<file path="config.mk">
export PLATFORM = sky130hd
export DESIGN_NAME = pwe_mod_cell
export DESIGN_NICKNAME = d
export VERILOG_FILES = /design/src/rtl/core/pwe_pkg.sv /design/src/rtl/core/pwe_mod_cell.sv
export SDC_FILE = /design/constraint.sdc
export NUM_CORES = 1
export LEC_CHECK = 0
export ABC_AREA = 1
export ABC_CLOCK_PERIOD_IN_PS = 2300
export BUFFER_PORTS_ARGS = -buffer_cell sky130_fd_sc_hd__buf_4
export CORE_MARGIN = 10
export CORE_UTILIZATION = 37
export DETAILED_ROUTE_END_ITERATION = 10
export GPL_TIMING_DRIVEN = 1
export SKIP_LAST_GASP = 1
export SLEW_MARGIN = 5
export SYNTH_ARGS = -nofsm -noshare
export SYNTH_HDL_FRONTEND = slang
export SYNTH_SLANG_ARGS = --single-unit
</file>
<file path="constraint.sdc">
create_clock -name clk_i -period 2.3 [get_ports clk_i]
set_input_delay 0.46 -clock clk_i [delete_from_list [all_inputs] [get_ports clk_i]]
set_output_delay 0.46 -clock clk_i [all_outputs]
set_load 0.005 [all_outputs]
</file>
<file path="src/rtl/core/pwe_pkg.sv">
package pwe_pkg;

  localparam int unsigned PeriodWidth = 20;
  localparam int unsigned PwWidth     = 12;
  localparam int unsigned LevelWidth  = 6;
  localparam int unsigned CmdWidth    = 2;
  localparam int unsigned QuotWidth   = 6;   // quotient 0..50
  localparam int unsigned RemWidth    = PeriodWidth + 1;

  localparam logic [PeriodWidth-1:0] PeriodReset = 20'd1000;

  typedef enum logic [CmdWidth-1:0] {
    CmdTriangle = 2'd0,
    CmdSawtooth = 2'd1,
    CmdPulse    = 2'd2,
    CmdNone     = 2'd3
  } cmd_e;

  // Item context carried along the cell row.
  typedef struct packed {
    cmd_e                   cmd;
    logic                   d_gt_p;
    logic                   pulse_hi;
  } ctx_t;

endpackage

</file>
<file path="src/rtl/core/pwe_mod_cell.sv">
// One restoring step of the time magnitude mod P: subtract P<<Shift when it fits.
module pwe_mod_cell #(
  parameter int unsigned Width = 32,
  parameter int unsigned Shift = 0
) (
  input  logic                                clk_i,
  input  logic                                en_i,
  input  logic [Width-1:0]                    rem_i,
  input  logic [pwe_pkg::PeriodWidth-1:0]     period_i,
  output logic [Width-1:0]                    rem_o
);
  localparam int unsigned Wide = Width + pwe_pkg::PeriodWidth + 1;
  logic [Wide-1:0] sub;
  logic [Wide-1:0] rem_ext;

  assign sub     = Wide'(period_i) << Shift;
  assign rem_ext = Wide'(rem_i);

  always_ff @(posedge clk_i) begin
    if (en_i) begin
      rem_o <= (rem_ext >= sub) ? Width'(rem_ext - sub) : rem_i;
    end
  end
endmodule

</file>
# Word-level counts from Yosys, hierarchy flattened
# Cells that the tools add are included.
[classes] addsub=1 n_lt_le_gt_ge=1 n_mux=1
[ops] op=">= comparator 32 x 20 -> 1 bit" count=1
[ops] op="two-way mux 32 bit" count=1
[ops] op="subtractor 32 x 20 -> 32 bit" count=1
[word_totals] ff_bits=32 input_bits=54 wordCells=4

# Longest topological paths before layout
# Gate-level depths: netlist of run 1.
[depth] depth_word=2 ltp_mapped=14 ltp_nobuf=13

# Least setup slack after synthesis of run 1
# No wires, ideal clock.
[synth_timing] path_type="input to register" from="input port rem_i[0]" to="register rem_o[5] (data pin)" setup_ps=251 arrival_ps=2047 required_ps=2049 path_slack_ps=3 cell_stages=14 n_path_buf=1 path_cell_list="inv_1 -> ha_1 -> fa_1 -> inv_1 -> nand3_1 -> nand3_1 -> nand2_1 -> nand2_2 -> nand3_2 -> nand3_4 -> inv_6 -> buf_12 -> nand2_4 -> nand2_2"
[synth_between] elab_chain_len=2 word_cells_on_any_way=3 classes_between="1 x add/sub; 1 x order compare; 1 x mux"
[synth_rtl] element="start: declaration" line_no="pwe_mod_cell.sv:8" source="input logic [Width-1:0] rem_i,"
[synth_rtl] element="subtractor 32 x 20 -> 32 bit or >= comparator 32 x 20 -> 1 bit (tied branches)" line_no="pwe_mod_cell.sv:21" source="rem_o <= (rem_ext >= sub) ? Width'(rem_ext - sub) : rem_i;"
[synth_rtl] element="two-way mux 32 bit (*)" line_no="pwe_mod_cell.sv:21"
[synth_rtl] element="end signal: assignment" line_no="pwe_mod_cell.sv:21"
[synth_rtl] element="end: declaration" line_no="pwe_mod_cell.sv:10" source="output logic [Width-1:0] rem_o"
# Mark *: on every way between the ends. The rest lies on a longest branch, timed or not.
# A chain may end at the register's enable or synchronous reset.

# Worst setup path after layout of run 1
[layout_timing] from="input port rem_i[0]" to="register rem_o[17] (data pin)"
# Same word-level chain as after synthesis.

==> impl_metrics.toml, run 1 <==
[global_route]
grt_max_degree = 33
grt_usage = 0.150
grt_pass1_vias = 3510
grt_pass1_wl_um = 17400
antenna_found_initial = 0
gr-total-overflow = 0

[routing]
wl_per_cell_um = 13.3
routed_wl_um = 10700
vias_per_cell = 4.42
drc = 0
drtAntennaViolNets = 0
vias = 3548
drt-pass1-iter-count = 5
drt_iter0_drc = 193

[floorplanning]
die_area_mm2 = 0.0140
io_pins = 86
dieWidth_um = 118
dieHeight_um = 118
core_area_mm2 = 0.00933
rows = 35
start_util = 0.383

[synth]
synth-seq-area-share = 0.269
synth_nets = 615
yosysWarnings = 0
synth_area_mm2 = 0.00357
postSynthCellCount = 540
netlist_top_cells_area = "edfxtp_1, nand2_1, inv_1, ha_1, nand3_1"
ys_ff_latch = 32
synth_edf_count = 32
synthArstFlopShare = 0
synthFlopType = "edfxtp_1"
synth.top_cell.area_share = 0.269
syn_area_per_cell_um2 = 6.61
synth_top_cell_by_area = "edfxtp_1"
yosys.cell_types.count = 36

[worst_setup_path]
cp_max_fo = 8
crit_path_start_kind = "primary input"
crit_type = "in -> reg"
cp.arrival_ns = 2.27
endpoint_kind = "flip-flop"
critPathRequiredTime_ns = 2.46

[layout]
nets = 747
layout_commonest_cell = "nand2_1"
top_regs = "rem_o x32"
antenna_cells = 0
areaGrowthSynthToFinish_pct = 33.7
largest_reg_flops = 32
layout.cells.non_filler = 802
top_register = "rem_o"
drive_gt1_frac = 0.302
final_cell_mix = "nand2_1, buf_4, inv_1"
stdcell_area_mm2 = 0.00477

[pwr]
combPwrFrac = 0.396
sw_frac_of_total = 0.327
vdd_drop_max_v = 0.000265
p_per_area_mw_per_mm2 = 460
leakage_nw = 2.70
internal_power_mw = 1.48
p_seq_frac = 0.348
switchingPower_mw = 0.716
clockPowerShare = 0.256

[place]
dp.cells = 794
gp_congestion = 0.910
dpl-instance-area_mm2 = 0.00466
place_hpwl_um = 8990
io_buffers = 85

[sta]
rsz0062_at_grt = "no"
fin_setup_tns_ns = 0
drv_slew = 0
min_period_ns = 2.12
finalHoldViolCount = 0
fmax_mhz = 473
max_slew_margin = 0.701
worstMarginPinSlew_ns = 0.449
timing.final.crit_share = 0.920
setup_viol_count_final = 0

[cts]
htreeDepth = 2
clk_pin_slew_ns = 0.07
numCtsBuffers = 5
cts_tree = "done"
cts_buffer_depth = 2
cts_hold_buf = 0
cts-root-buf = "clkbuf_8"
clock_sinks = 32

[run]
drv.max_cap_violation_count = 0

[outcome]
status = "finished, final reports clean"

[worst_hold_path]
hold_class = "in -> reg"
==> cell families (layout without fill, tap and decap cells) <==
kind of cell,Yosys count,after routing,share of synthesized area
DFF,32,32,0.269
buffers and inverters,122,255,0.141
adders and majority gates,21,21,0.0757
and+or+nand+nor,320,320,0.420
AOI/OAI and AO/OA,31,31,0.0596
xor gates and xnor gates,14,14,0.0344
==> worst max-delay path, cell delays in order <==
cell,delay [ns]
buf_4,0.07
inv_1,0.05
ha_1,0.23
fa_1,0.39
inv_1,0.09
nand3_1,0.07
nand3_1,0.10
nand2_1,0.07
nand2_2,0.07
nand3_2,0.09
nand3_4,0.15
buf_4,0.23
nand3_2,0.12
nand2_1,0.08
==> timing repair <==
action	in CTS	in global routing
resized for setup	0	1
buffers inserted	0	0
endpoints found under the setup margin	0	2
==> routing by layer <==
layer,wire length (um),up-vias,GRT usage
met5,0,-,0
met4,66,0,0.0301
met3,494,4,0.0271
met1,5210,1547,0.203
met2,4890,84,0.243
li1,-,1913,-
==> synthesized netlist by cell type (2+ instances only) <==
cell type and count:
a21oi_1 12, a21oi_2 11, edfxtp_1 32, ha_1 20, inv_1 111, inv_2 4
nand2_1 195, nand2_2 21, nand2_4 10, nand3_1 31, nand3_2 8, nand3b_1 3
nand4_1 3, nor2_1 32, nor2_2 4, nor2_4 2, nor3_1 6, o21ai_0 5
xor2_1 13
==> path summary, 6_finish.rpt <==
path / slack [ns] / startpoint / cells past startpoint / to
max: 0.18 / rem_i[0] / 14 / rem_o[17]
min: 0.45 / rem_i[2] / 3 / rem_o[2]
==> area by class of cell <==
type | instances | area, um2
Clock buffer | 6 | 72.6
Clock inverter | 2 | 35.0
Fill cell | 994 | 4560
Inverter | 117 | 448
Multi-Input combinational cell | 386 | 2100
Sequential cell | 32 | 961
Tap cell | 129 | 161
Timing Repair Buffer | 130 | 988
==> power groups by stage <==
stage	clock, mW	combinational, mW	sequential, mW
3_5_place_dp	0	0.877	0.774
2_1_floorplan	0	0.442	0.786
6_report	0.561	0.869	0.762
4_1_cts	0.583	0.880	0.763
5_1_grt	0.603	0.976	0.770
3_3_place_gp	0	0.870	0.775
==> metrics by stage <==
stage	hold slack, ns	power (mW)	util	setup slack, ns
floorplan	0.572	1.23	-	0.00280
global placement	0.738	1.64	0.500	-0.0327
detailed placement	0.743	1.65	0.500	-0.120
CTS	0.436	2.23	0.511	0.182
global route	0.446	2.35	0.511	0.0107
finish	0.446	2.19	0.511	0.185
(Power assumes the default switching activity.)
==> run 2, diff against run 1 <==
--- a/config.mk
+++ b/config.mk
@@ -8,6 +8,7 @@
 export ABC_AREA = 1
 export ABC_CLOCK_PERIOD_IN_PS = 2300
 export BUFFER_PORTS_ARGS = -buffer_cell sky130_fd_sc_hd__buf_4
+export CORE_ASPECT_RATIO = 0.8
 export CORE_MARGIN = 10
 export CORE_UTILIZATION = 37
 export DETAILED_ROUTE_END_ITERATION = 10
==> run 2 against run 1 <==
Against the previous run: setup slack got worse by 0.0019 ns; count of clock-buffer cells in the layout did not move; sequential cell count did not move; via count rose by 3.6%; routed wire length rose by 7.5%; sequential share of layout area fell by 0.51 points; first-iteration DRC count fell by 5.7%; highest routed layer unchanged; cell area rose by 2.6%; combinational power rose by 4.0%; power rose by 12%; global-route usage rose by 1.5 points; critical path depth did not move.
==> impl_metrics.toml, run 2 (synthesis results as in run 1) <==
[layout]
final.fill_count = 979
antenna_cells = 0
ff_latch_area_um2 = 961
drive_gt1_frac = 0.312
top_register = "rem_o"
largest_reg_flops = 32
areaGrowthSynthToFinish_pct = 37.2
layout_commonest_cell = "nand2_1"
nets = 757
multiInputGateArea_mm2 = 0.00210
fin_util = 0.530
final_cell_mix = "nand2_1, buf_4, inv_1"
top_regs = "rem_o x32"

[routing]
wl_per_cell_um = 14.4
drc = 0
drt_iter0_drc = 182
vias = 3677
routed_wl_um = 11500
drt-pass1-iter-count = 5
drtAntennaViolNets = 0
vias_per_cell = 4.61

[worst_setup_path]
critPathRequiredTime_ns = 2.34
cp_max_fo = 27
cp.arrival_ns = 2.16
crit_type = "in -> reg"
crit_path_start_kind = "primary input"
endpoint_kind = "flip-flop"

[pwr]
sw_frac_of_total = 0.315
p_seq_frac = 0.311
p_per_area_mw_per_mm2 = 502
internal_power_mw = 1.68
vdd_drop_max_v = 0.000212
leakage_nw = 2.78
total_power_mw = 2.46
clockPowerShare = 0.321
switchingPower_mw = 0.774
combPwrFrac = 0.368

[cts]
htreeDepth = 2
cts_buffer_depth = 2
cts-root-buf = "clkbuf_16"
clock_sinks = 32
cts_resized = 0
cts_tree = "done"
clk_pin_slew_ns = 0.06
cts_setup_buffers = 0
cts_hold_buf = 0
numCtsBuffers = 5

[global_route]
antenna_found_initial = 0
grt_max_degree = 33
grt_pass1_wl_um = 18300
grt_pass1_vias = 3697
grt_usage = 0.166
gr-total-overflow = 0

[floorplanning]
start_util = 0.387
rows = 31
core_area_mm2 = 0.00923
dieWidth_um = 130
io_pins = 86
die_area_mm2 = 0.0140
dieHeight_um = 108

[sta]
fin_hold_ws_ns = 0.451
fin_setup_tns_ns = 0
drv_slew = 0
setup_viol_count_final = 0
rsz0062_at_grt = "no"
max_slew_margin = 0.673
finalHoldViolCount = 0
min_period_ns = 2.12
fin_ws_ns = 0.183
fmax_mhz = 472
timing.final.crit_share = 0.921
worstMarginPinSlew_ns = 0.491

[place]
dp_slack_ns = -0.101
place_hpwl_um = 9550
io_buffers = 85
gp_congestion = 0.909

[run]
drv.max_cap_violation_count = 0

[outcome]
status = "finished, final reports clean"

[worst_hold_path]
hold_class = "in -> reg"
==> run 2: changes by cell type in the layout (fill, tap and decap cells not counted), sizes merged <==
| cell | previous run | this run |
|---|---|---|
| buf | 130 | 140 |
==> run 2: worst paths after layout <==
kind	end	slack [ns]	depth (start not counted)	from
setup / recovery	rem_o[19]	0.18	14	rem_i[0]
hold / removal	rem_o[4]	0.45	3	rem_i[4]
==> run 2: power groups by stage <==
stage | clock network [mW] | logic (mW) | registers [mW]
after floorplan | 0 | 0.442 | 0.786
after detailed placement | 0 | 0.905 | 0.778
after CTS | 0.801 | 0.910 | 0.767
after global routing | 0.826 | 1.01 | 0.773
final | 0.789 | 0.904 | 0.765
after global placement | 0 | 0.895 | 0.775
==> run 2: cell type report <==
cell class | instances | area share
multi-input cells | 386 | 0.430
repair buffers | 140 | 0.220
flip-flops and latches | 32 | 0.196
inverters | 117 | 0.0910
well taps | 115 | 0.0294
clock buffers | 6 | 0.0263
clock inverters | 2 | 0.00716
==> run 2: routing by layer <==
metal  part of all wire  vias to the layer above  global-route usage
met5                  0                        -                   0
met4             0.0089                        0              0.0377
met3              0.074                        7              0.0423
met2               0.42                      113               0.250
met1               0.49                     1623               0.230
li1                   -                     1934                   -
==> run 2: worst max-delay path: stages <==
cell and delay, ns:
buf_4 0.08, inv_1 0.04, ha_1 0.22, fa_1 0.39
inv_1 0.09, nand3_1 0.06, nand3_1 0.10, nand2_1 0.07
nand2_2 0.07, nand3_2 0.09, nand3_4 0.15, inv_6 0.16
nand2_1 0.12, nand2_1 0.05
==> run 2: through the flow <==
stage          cell area, um2  cells
6_report                 4890    798
3_3_place_gp             4730    790
5_1_grt                  4890    798
3_5_place_dp             4730    790
4_1_cts                  4890    798
2_1_floorplan            3570    540
