<file path="src/rtl/core/pwe_pkg.sv">
package pwe_pkg;

  localparam int unsigned PeriodWidth = 20;
  localparam int unsigned PwWidth     = 12;
  localparam int unsigned LevelWidth  = 6;
  localparam int unsigned CmdWidth    = 2;
  localparam int unsigned QuotWidth   = 6;   // quotient 0..50
  localparam int unsigned RemWidth    = PeriodWidth + 1;

  localparam logic [PeriodWidth-1:0] PeriodReset = 20'd1000;

  typedef enum logic [CmdWidth-1:0] {
    CmdTriangle = 2'd0,
    CmdSawtooth = 2'd1,
    CmdPulse    = 2'd2,
    CmdNone     = 2'd3
  } cmd_e;

  // Item context carried along the cell row.
  typedef struct packed {
    cmd_e                   cmd;
    logic                   d_gt_p;
    logic                   pulse_hi;
  } ctx_t;

endpackage

</file>
<file path="src/rtl/core/pwe_div_cell.sv">
// One step of (num*50)/P: one quotient bit per cell, restoring.
module pwe_div_cell (
  input  logic                                clk_i,
  input  logic                                en_i,
  input  logic [pwe_pkg::RemWidth+5:0]        rem_i,
  input  logic [pwe_pkg::QuotWidth-1:0]       quot_i,
  input  logic [pwe_pkg::PeriodWidth-1:0]     period_i,
  input  logic [2:0]                          bit_i,
  output logic [pwe_pkg::RemWidth+5:0]        rem_o,
  output logic [pwe_pkg::QuotWidth-1:0]       quot_o
);
  localparam int unsigned W = pwe_pkg::RemWidth + 6;
  logic [W+5:0] sub;

  assign sub = (W+6)'(period_i) << bit_i;

  always_ff @(posedge clk_i) begin
    if (en_i) begin
      if ((W+6)'(rem_i) >= sub) begin
        rem_o  <= W'((W+6)'(rem_i) - sub);
        quot_o <= quot_i | (pwe_pkg::QuotWidth'(1) << bit_i);
      end else begin
        rem_o  <= rem_i;
        quot_o <= quot_i;
      end
    end
  end
endmodule

</file>
<file path="config.mk">
export PLATFORM = sky130hd
export DESIGN_NAME = pwe_div_cell
export DESIGN_NICKNAME = d
export VERILOG_FILES = /design/src/rtl/core/pwe_pkg.sv /design/src/rtl/core/pwe_div_cell.sv
export SDC_FILE = /design/constraint.sdc
export NUM_CORES = 1
export LEC_CHECK = 0
export BUFFER_PORTS_ARGS = -buffer_cell sky130_fd_sc_hd__buf_2
export CORE_UTILIZATION = 49
export CTS_CLUSTER_SIZE = 28
export DETAILED_ROUTE_END_ITERATION = 6
export PLACE_DENSITY = 0.79
export REMOVE_ABC_BUFFERS = 1
export SLEW_MARGIN = 10
export SYNTH_ARGS = -nofsm -noshare
export SYNTH_HDL_FRONTEND = slang
export SYNTH_SLANG_ARGS = --single-unit
export TNS_END_PERCENT = 100
</file>
<file path="constraint.sdc">
create_clock -name clk_i -period 3.6 [get_ports clk_i]
set_input_delay 0.36 -clock clk_i [delete_from_list [all_inputs] [get_ports clk_i]]
set_output_delay 0.36 -clock clk_i [all_outputs]
set_load 0.03 [all_outputs]
</file>
* Word level (Yosys, flattened, before mapping)
Cells that the tools add are included.
** Cells by class
- $lt $le $gt $ge :: 1
- Add/sub/neg operators :: 1
- Divide/modulo/power cells :: 0
- Multipliers :: 0
- Shift operators :: 2
- Multiplexer cells :: 2
- Equal/unequal tests :: 0
- Reduce and logical (&&, ||, !) cells :: 0
- Bitwise gates (word level) :: 1
** Operator list (count)
- greater-or-equal comparator 27 x 33 -> 1 bit :: 1
- left shift 20 x 3 -> 33 bit :: 1
- two-way mux 27 bit :: 1
- subtractor 27 bit :: 1
- two-way mux 6 bit :: 1
- bitwise OR 6 bit :: 1
- left shift 1 x 3 -> 6 bit (first input constant) :: 1
** Word-level totals
- Bits in read-only memories :: 0
- Logic and storage cells :: 9
- Memory bits (writable) :: 0
- Latch bits :: 0
- Memories :: 0
- Register bits after elaboration :: 33
- Output and inout bits :: 33
- Input port bits :: 58

* Depth between registers and ports, before layout
Gate-level depths: netlist of run 1.
- Depth after elaboration :: 3
- Gate-level depth with buffers :: 17
- Depth with buffers taken out :: 13

* Worst setup path after synthesis of run 1
OpenSTA, ideal clock, no wires.
- Kind :: input to register
- From :: in bit_i[0]
- To :: reg rem_o[12] in the netlist's numbering (data pin)
- Stages on the path :: 14
- Path slack :: -312 ps
- Data arrival time :: 3650 ps
- Path buffers :: 4
- Library setup time :: 262 ps
- Data required time :: 3338 ps
- Cells stage by stage :: buf_2 -> buf_1 -> clkbuf_1 -> mux2i_1 -> nand2_1 -> ha_1 -> a21oi_1 -> nor2b_1 -> o311ai_1 -> nand3_1 -> a41o_1 -> a21oi_4 -> buf_4 -> mux2_1
** On the way
- Word-level cells in the longest chain between the ends :: 3
- Elaborated cells between the ends (all ways) :: 4
** RTL lines
- start, declared :: RTL line pwe_div_cell.sv:8 : input logic [2:0] bit_i,
- left shift 20 x 3 -> 33 bit (*) :: RTL line pwe_div_cell.sv:15 : assign sub = (W+6)'(period_i) << bit_i;
- subtractor 27 bit / greater-or-equal comparator 27 x 33 -> 1 bit (equally long branches) :: RTL line pwe_div_cell.sv:20, pwe_div_cell.sv:19
- two-way mux 27 bit (*) :: RTL line pwe_div_cell.sv:19 : if ((W+6)'(rem_i) >= sub) begin
- end signal, assigned :: RTL line pwe_div_cell.sv:20 : rem_o <= W'((W+6)'(rem_i) - sub);
- end signal, assigned :: RTL line pwe_div_cell.sv:23 : rem_o <= rem_i;
- end, declared :: RTL line pwe_div_cell.sv:9 : output logic [pwe_pkg::RemWidth+5:0] rem_o,
Mark *: on every way between the ends. The rest lies on a longest branch, timed or not.
A chain may end at the register's enable or synchronous reset.

* Final worst setup path of run 1
Ends and elaborated chain as after synthesis.

==> results of run 1 <==
==> cell type report <==
cell class              count  area share (%)
repair buffers            143            19.9
flip-flops and latches     33            22.2
well taps                  80            2.25
multi-input cells         306            52.7
clock buffers               5            1.54
clock inverters             3           0.393
inverters                  11           0.927
==> timing repair <==
item,in CTS,in global routing
endpoints found under the hold margin,0,0
setup endpoints to repair,0,32
resized for setup,0,5
==> path summary, 6_finish.rpt <==
kind | from | endpoint | depth (start not counted)
setup / recovery | bit_i[0] | rem_o[12]$_DFFE_PP_ | 12
hold / removal | quot_i[4] | quot_o[4]$_DFFE_PP_ | 2
==> metrics by stage <==
| step | hold WS [ns] | setup slack [ns] | setup TNS (ns) | utilization, % |
|---|---|---|---|---|
| after floorplan | 0.472 | -0.139 | -0.666 | - |
| after global placement | 0.614 | -0.184 | -3.15 | 64.3 |
| after detailed placement | 0.615 | -0.157 | -2.46 | 64.3 |
| after CTS | 0.324 | 0.145 | 0 | 65.5 |
| after global routing | 0.317 | -0.0128 | -0.0185 | 65.9 |
| final | 0.323 | 0.214 | 0 | 65.9 |
==> registers in the layout (all words and copies together), names as in the netlist <==
register / count
rem_o: 27
quot_o: 6
==> cells by family after synthesis <==
logic type,after synthesis,share of synthesized area (%)
buf+inv,26,3.18
fa+ha+maj,28,10.5
simple gates,101,13.9
xor+xnor,23,5.88
mux,41,16.2
flops,33,28.9
compound gates,113,21.5
==> cell usage in the layout, fill, tap and decap left out, drive strengths merged, types with 5 or more instances in the layout <==
cell	instances
nor3	5
o21bai	5
edfxtp	33
clkbuf	6
nand2	47
xor2	14
nor2	14
o21a	5
nand2b	6
mux2i	26
xnor2	9
nor2b	6
buf	142
nand3	5
ha	27
inv	10
and3	7
mux4	11
a211oi	5
a21o	14
o21ai	31
a21oi	27
==> power groups by stage <==
stage,sequential [mW],combinational [mW],clock (mW)
floorplan,0.665,0.437,0
global placement,0.529,0.888,0
detailed placement,0.532,0.898,0
CTS,0.524,0.902,0.290
global route,0.527,0.998,0.303
finish,0.523,0.916,0.286
==> routing by layer <==
metal  part of all wire (%)  track usage (%)
met2                     45             43.6
met5                      0                0
met4                    1.4             6.21
met3                    6.2             5.00
met1                     47             38.4
==> flow_summary.yaml, run 1 <==
layout:
  final-seq-area_um2: 991
  design.final.nets: 586
  fin_cells: 581
  antenna_cells: 0
  num-fill-cells: 595
  postLayoutCellArea_mm2: 0.00445
  area_growth_syn_to_layout_pct: 30.1
  multi_input_area_mm2: 0.00235
  layout-drive-gt1-share_pct: 33.9
worst_hold_path:
  hold_path.class: "input pin to register"
global_route:
  grt.total_usage_pct: 27.2
  initial_antenna_violation_count: 0
  pin_count_of_the_biggest_net_entering_global_routing: 34
  first_global_vias: 3270
  global_route_overflow: 0
  first_pass_grt_wire_length_um: 15700
timing:
  period_needed_ns: 3.39
  max_slew_margin_pct: 46.5
  achievable-frequency_mhz: 295
  tightest_slew_ns: 0.803
  timing.final.max_slew_violations: 0
  finalSetupViolCount: 0
  final-hold-violation-count: 0
  timing.final.crit_share_pct: 94.0
logic_synthesis:
  synth.ff_latch_count: 33
  yosys-top-cells-count: "47 x sky130_fd_sc_hd__nand2_1, 33 x sky130_fd_sc_hd__edfxtp_1, 29 x sky130_fd_sc_hd__o21ai_0"
  netlist_area_mm2: 0.00342
  ys_async_sr_fraction_pct: 0
  synth.yosys.warnings: 0
  synth_enable_flop_cells: 33
  post_synth_num_cell_types: 53
  synth_top_area_cell: "sky130_fd_sc_hd__edfxtp_1"
  post-synth-top-count-cell: "sky130_fd_sc_hd__nand2_1"
  synth_seq_area_share_pct: 28.9
  ys_top_cells_by_area: "sky130_fd_sc_hd__edfxtp_1 29%, sky130_fd_sc_hd__ha_1 9.9%, sky130_fd_sc_hd__mux2i_1 7.6%"
  synth_top_cell_area_share_pct: 28.9
  avgSynthCellArea_um2: 9.38
  postSynthCellCount: 365
  dominantRegCellSynth: "sky130_fd_sc_hd__edfxtp_1"
clocking:
  cts.repair_timing.setup_buffer_count: 0
  ctsHtreeMaxLevel: 2
  cts_tree: "built"
  cts.root.buffer_cell: "sky130_fd_sc_hd__clkbuf_8"
  cts_hold_buf: 0
  cts_sinks: 33
  clk_path_buf_depth: 2
  path_clk_slew_ns: 0.07
  cts_made_buffers: 5
worst_setup_path:
  crit_path_cell_chain: "clkbuf_4 > mux4_2 > mux2i_1 > ha_1 > a21o_1 > a21o_1 > a211oi_1 > nand3_1 > a41o_1 > a21oi_4 > buf_12 > mux2_1"
  crit_fanout: 10
  critPathRequiredTime_ns: 3.64
  worstSetupPathType: "input pin to register"
  timing.critical_path.mode_cell: "sky130_fd_sc_hd__a21o_1"
  worstPathArrival_ns: 3.42
  crit_family: "multiplexers"
  timing.critical_path.to_type: "register"
  cpPeakStageDelay_ns: 0.56
  timing.critical_path.buf_inv: 2
  worstSetupStartpointType: "input pin"
  critPathSlowestCell: "sky130_fd_sc_hd__mux4_2"
placed_design:
  port_buffers: 90
  finalWeightedCongestion: 0.962
  dpl_cell_area_mm2: 0.00434
  hpwlAfterDp_um: 8090
  placed_cells_incl_taps: 573
power:
  switching_share_pct: 40.5
  share_clk_of_total_power_pct: 16.6
  totalPowerFinal_mw: 1.72
  power_frac_seq_pct: 30.3
  pd_cells_mw_per_mm2: 387
  power_leakage_nw: 2.08
  power.internal_mw: 1.03
  p_sw_uw: 698
  peakVddDrop_v: 0.000157
  share_comb_of_total_power_pct: 53.1
drt:
  drcViolationCount: 0
  dr_total_vias: 3360
  drt_iter0_drc: 207
  wire_per_inst_um: 16.8
  drt_pre_antenna_iters: 5
  postRouteAntennaNets: 0
  drt-total-wl_um: 9770
  drt-vias-per-instance: 5.78
outcome:
  status: "finished, final reports clean"
die:
  io_pins: 91
  die-width_um: 85.6
  core_area_mm2: 0.00676
  row_count: 30
  initial_cell_density_of_the_core_pct: 50.7
  chipHeight_um: 85.6
  fp.dieArea_mm2: 0.00732
run:
  max-cap-violations: 0
Note: power is estimated with default switching activity, not from simulation.
==> run 2: changes to the inputs <==
--- a/config.mk
+++ b/config.mk
@@ -5,7 +5,7 @@
 export SDC_FILE = /design/constraint.sdc
 export NUM_CORES = 1
 export LEC_CHECK = 0
-export BUFFER_PORTS_ARGS = -buffer_cell sky130_fd_sc_hd__buf_2
+export BUFFER_PORTS_ARGS = -buffer_cell sky130_fd_sc_hd__clkbuf_2
 export CORE_UTILIZATION = 49
 export CTS_CLUSTER_SIZE = 28
 export DETAILED_ROUTE_END_ITERATION = 6
==> run 2 against run 1 <==
  * Sequential share of layout area decreased by 0.63 points
  * Global-route usage increased by 0.94 points
  * Final cell count increased by 2.6%
  * Combinational power increased by 3.8%
  * Fmax decreased by 1.0%
  * Clock power about the same
  * Final area increased by 2.9%
  * Critical path depth increased by 2
  * Sequential power about the same
  * Worst hold slack improved by 0.0098 ns
  * Critical path type unchanged
  * First-iteration DRC count increased by 20%
  * Critical endpoint unchanged
==> flow_summary.yaml, run 2 (same netlist as run 1, synthesis figures left out) <==
outcome:
  status: "finished, final reports clean"
layout:
  postLayoutCellArea_mm2: 0.00458
  layout.cells.most_common_list: "89 x sky130_fd_sc_hd__clkbuf_2, 65 x sky130_fd_sc_hd__buf_4, 47 x sky130_fd_sc_hd__nand2_1"
  design.final.nets: 601
  most_frequent_standard_cell_in_the_layout_excluding_fill_and_tap_cells: "sky130_fd_sc_hd__clkbuf_2"
  num-fill-cells: 551
  area_growth_syn_to_layout_pct: 33.9
  top_regs: "rem_o x27, quot_o x6"
  top_register: "rem_o"
  antenna_cells: 0
  multi_input_area_mm2: 0.00237
  fin_util_pct: 67.8
  final-seq-area_um2: 991
  layout-drive-gt1-share_pct: 37.0
  largest_reg_flops: 27
clocking:
  clk_path_buf_depth: 2
  cts_hold_buf: 0
  cts_tree: "built"
  cts_sinks: 33
  cts.root.buffer_cell: "sky130_fd_sc_hd__clkbuf_8"
  path_clk_slew_ns: 0.07
  cts_made_buffers: 5
  ctsHtreeMaxLevel: 2
timing:
  max_slew_margin_pct: 43.8
  finalSetupViolCount: 0
  period_needed_ns: 3.42
  timing.final.max_slew_violations: 0
  tightest_slew_ns: 0.843
  achievable-frequency_mhz: 292
  timing.final.crit_share_pct: 95.0
  final-hold-violation-count: 0
run:
  max-cap-violations: 0
drt:
  drcViolationCount: 0
  drt_iter0_drc: 249
  dr_total_vias: 3469
  postRouteAntennaNets: 0
  drt-vias-per-instance: 5.82
  wire_per_inst_um: 16.8
  drt-total-wl_um: 10000
  drt_pre_antenna_iters: 5
power:
  power_leakage_nw: 2.17
  peakVddDrop_v: 0.000156
  pd_cells_mw_per_mm2: 384
worst_setup_path:
  worstSetupStartpointType: "input pin"
  critPathRequiredTime_ns: 3.63
  worstSetupPathType: "input pin to register"
  timing.critical_path.to_type: "register"
  worstPathArrival_ns: 3.45
  crit_fanout: 7
placed_design:
  hpwlAfterDp_um: 8340
  port_buffers: 90
  finalWeightedCongestion: 0.949
  dpl_cell_area_mm2: 0.00444
global_route:
  global_route_overflow: 0
  pin_count_of_the_biggest_net_entering_global_routing: 34
  initial_antenna_violation_count: 0
  first_pass_grt_wire_length_um: 16000
  first_global_vias: 3216
  grt.total_usage_pct: 28.2
die:
  chipHeight_um: 85.6
  core_area_mm2: 0.00676
  die-width_um: 85.6
  row_count: 30
  io_pins: 91
  fp.dieArea_mm2: 0.00732
  initial_cell_density_of_the_core_pct: 50.7
worst_hold_path:
  hold_path.class: "input pin to register"
## run 2: changes by cell type in the layout (fill, tap and decap cells not counted), moves of 2 or more
cell,delta
sky130_fd_sc_hd__o2111ai_2,+2
sky130_fd_sc_hd__o2111ai_1,-2
sky130_fd_sc_hd__buf_2,-88
sky130_fd_sc_hd__clkbuf_2,+89
sky130_fd_sc_hd__buf_4,+15
## run 2: final timing paths
kind / start / end / cells after the start
worst max-delay path: bit_i[0] / rem_o[12]$_DFFE_PP_ / 14
worst min-delay path: quot_i[4] / quot_o[4]$_DFFE_PP_ / 2
## run 2: final cells by class
| cell class | instances | share of cell area [%] |
|---|---|---|
| Multi-Input combinational cell | 306 | 51.8 |
| Sequential cell | 33 | 21.6 |
| Timing Repair Buffer | 158 | 21.6 |
| Tap cell | 80 | 2.18 |
| Clock buffer | 6 | 1.58 |
| Inverter | 11 | 0.983 |
| Clock inverter | 2 | 0.218 |
## run 2: metal layers
metal	vias to the layer above	routed length (µm)	global-route usage [%]
met5	-	0	0
met1	1610	4720	41.1
met3	9	801	4.81
li1	1697	-	-
met2	153	4420	43.9
met4	0	98	6.21
## run 2: power by group
group	internal, mW	leakage [nW]	switching, mW
Clock	0.134	0.0450	0.151
Sequential	0.509	0.322	0.0163
Combinational	0.406	1.80	0.544
## run 2: stage by stage
stage                     instances  power, mW  hold WS (ns)  TNS (ns)  setup slack, ns
final                           596       1.76         0.333         0            0.179
after floorplan                 350       1.10         0.472    -0.666           -0.139
after detailed placement        588       1.46         0.624     -5.79           -0.251
after global routing            596       1.86         0.336    -0.110          -0.0248
after global placement          588       1.45         0.629     -2.71           -0.182
after CTS                       596       1.74         0.330         0           0.0513
## run 2: repair_timing
| action | in CTS | in global routing |
|---|---|---|
| setup buffers | 0 | 0 |
| gates resized for setup | 0 | 13 |
| endpoints found under the setup margin | 0 | 32 |
## run 2: worst max-delay path: stages
cell                       delay, ns
sky130_fd_sc_hd__clkbuf_2       0.11
sky130_fd_sc_hd__buf_4          0.19
sky130_fd_sc_hd__mux4_2         0.54
sky130_fd_sc_hd__mux2i_1        0.17
sky130_fd_sc_hd__ha_1           0.30
sky130_fd_sc_hd__and2_1         0.19
sky130_fd_sc_hd__and4_2         0.28
sky130_fd_sc_hd__o311ai_2       0.10
sky130_fd_sc_hd__buf_4          0.18
sky130_fd_sc_hd__nand3_1        0.10
sky130_fd_sc_hd__a41o_1         0.28
sky130_fd_sc_hd__a21oi_4        0.20
sky130_fd_sc_hd__buf_12         0.14
sky130_fd_sc_hd__mux2_1         0.30
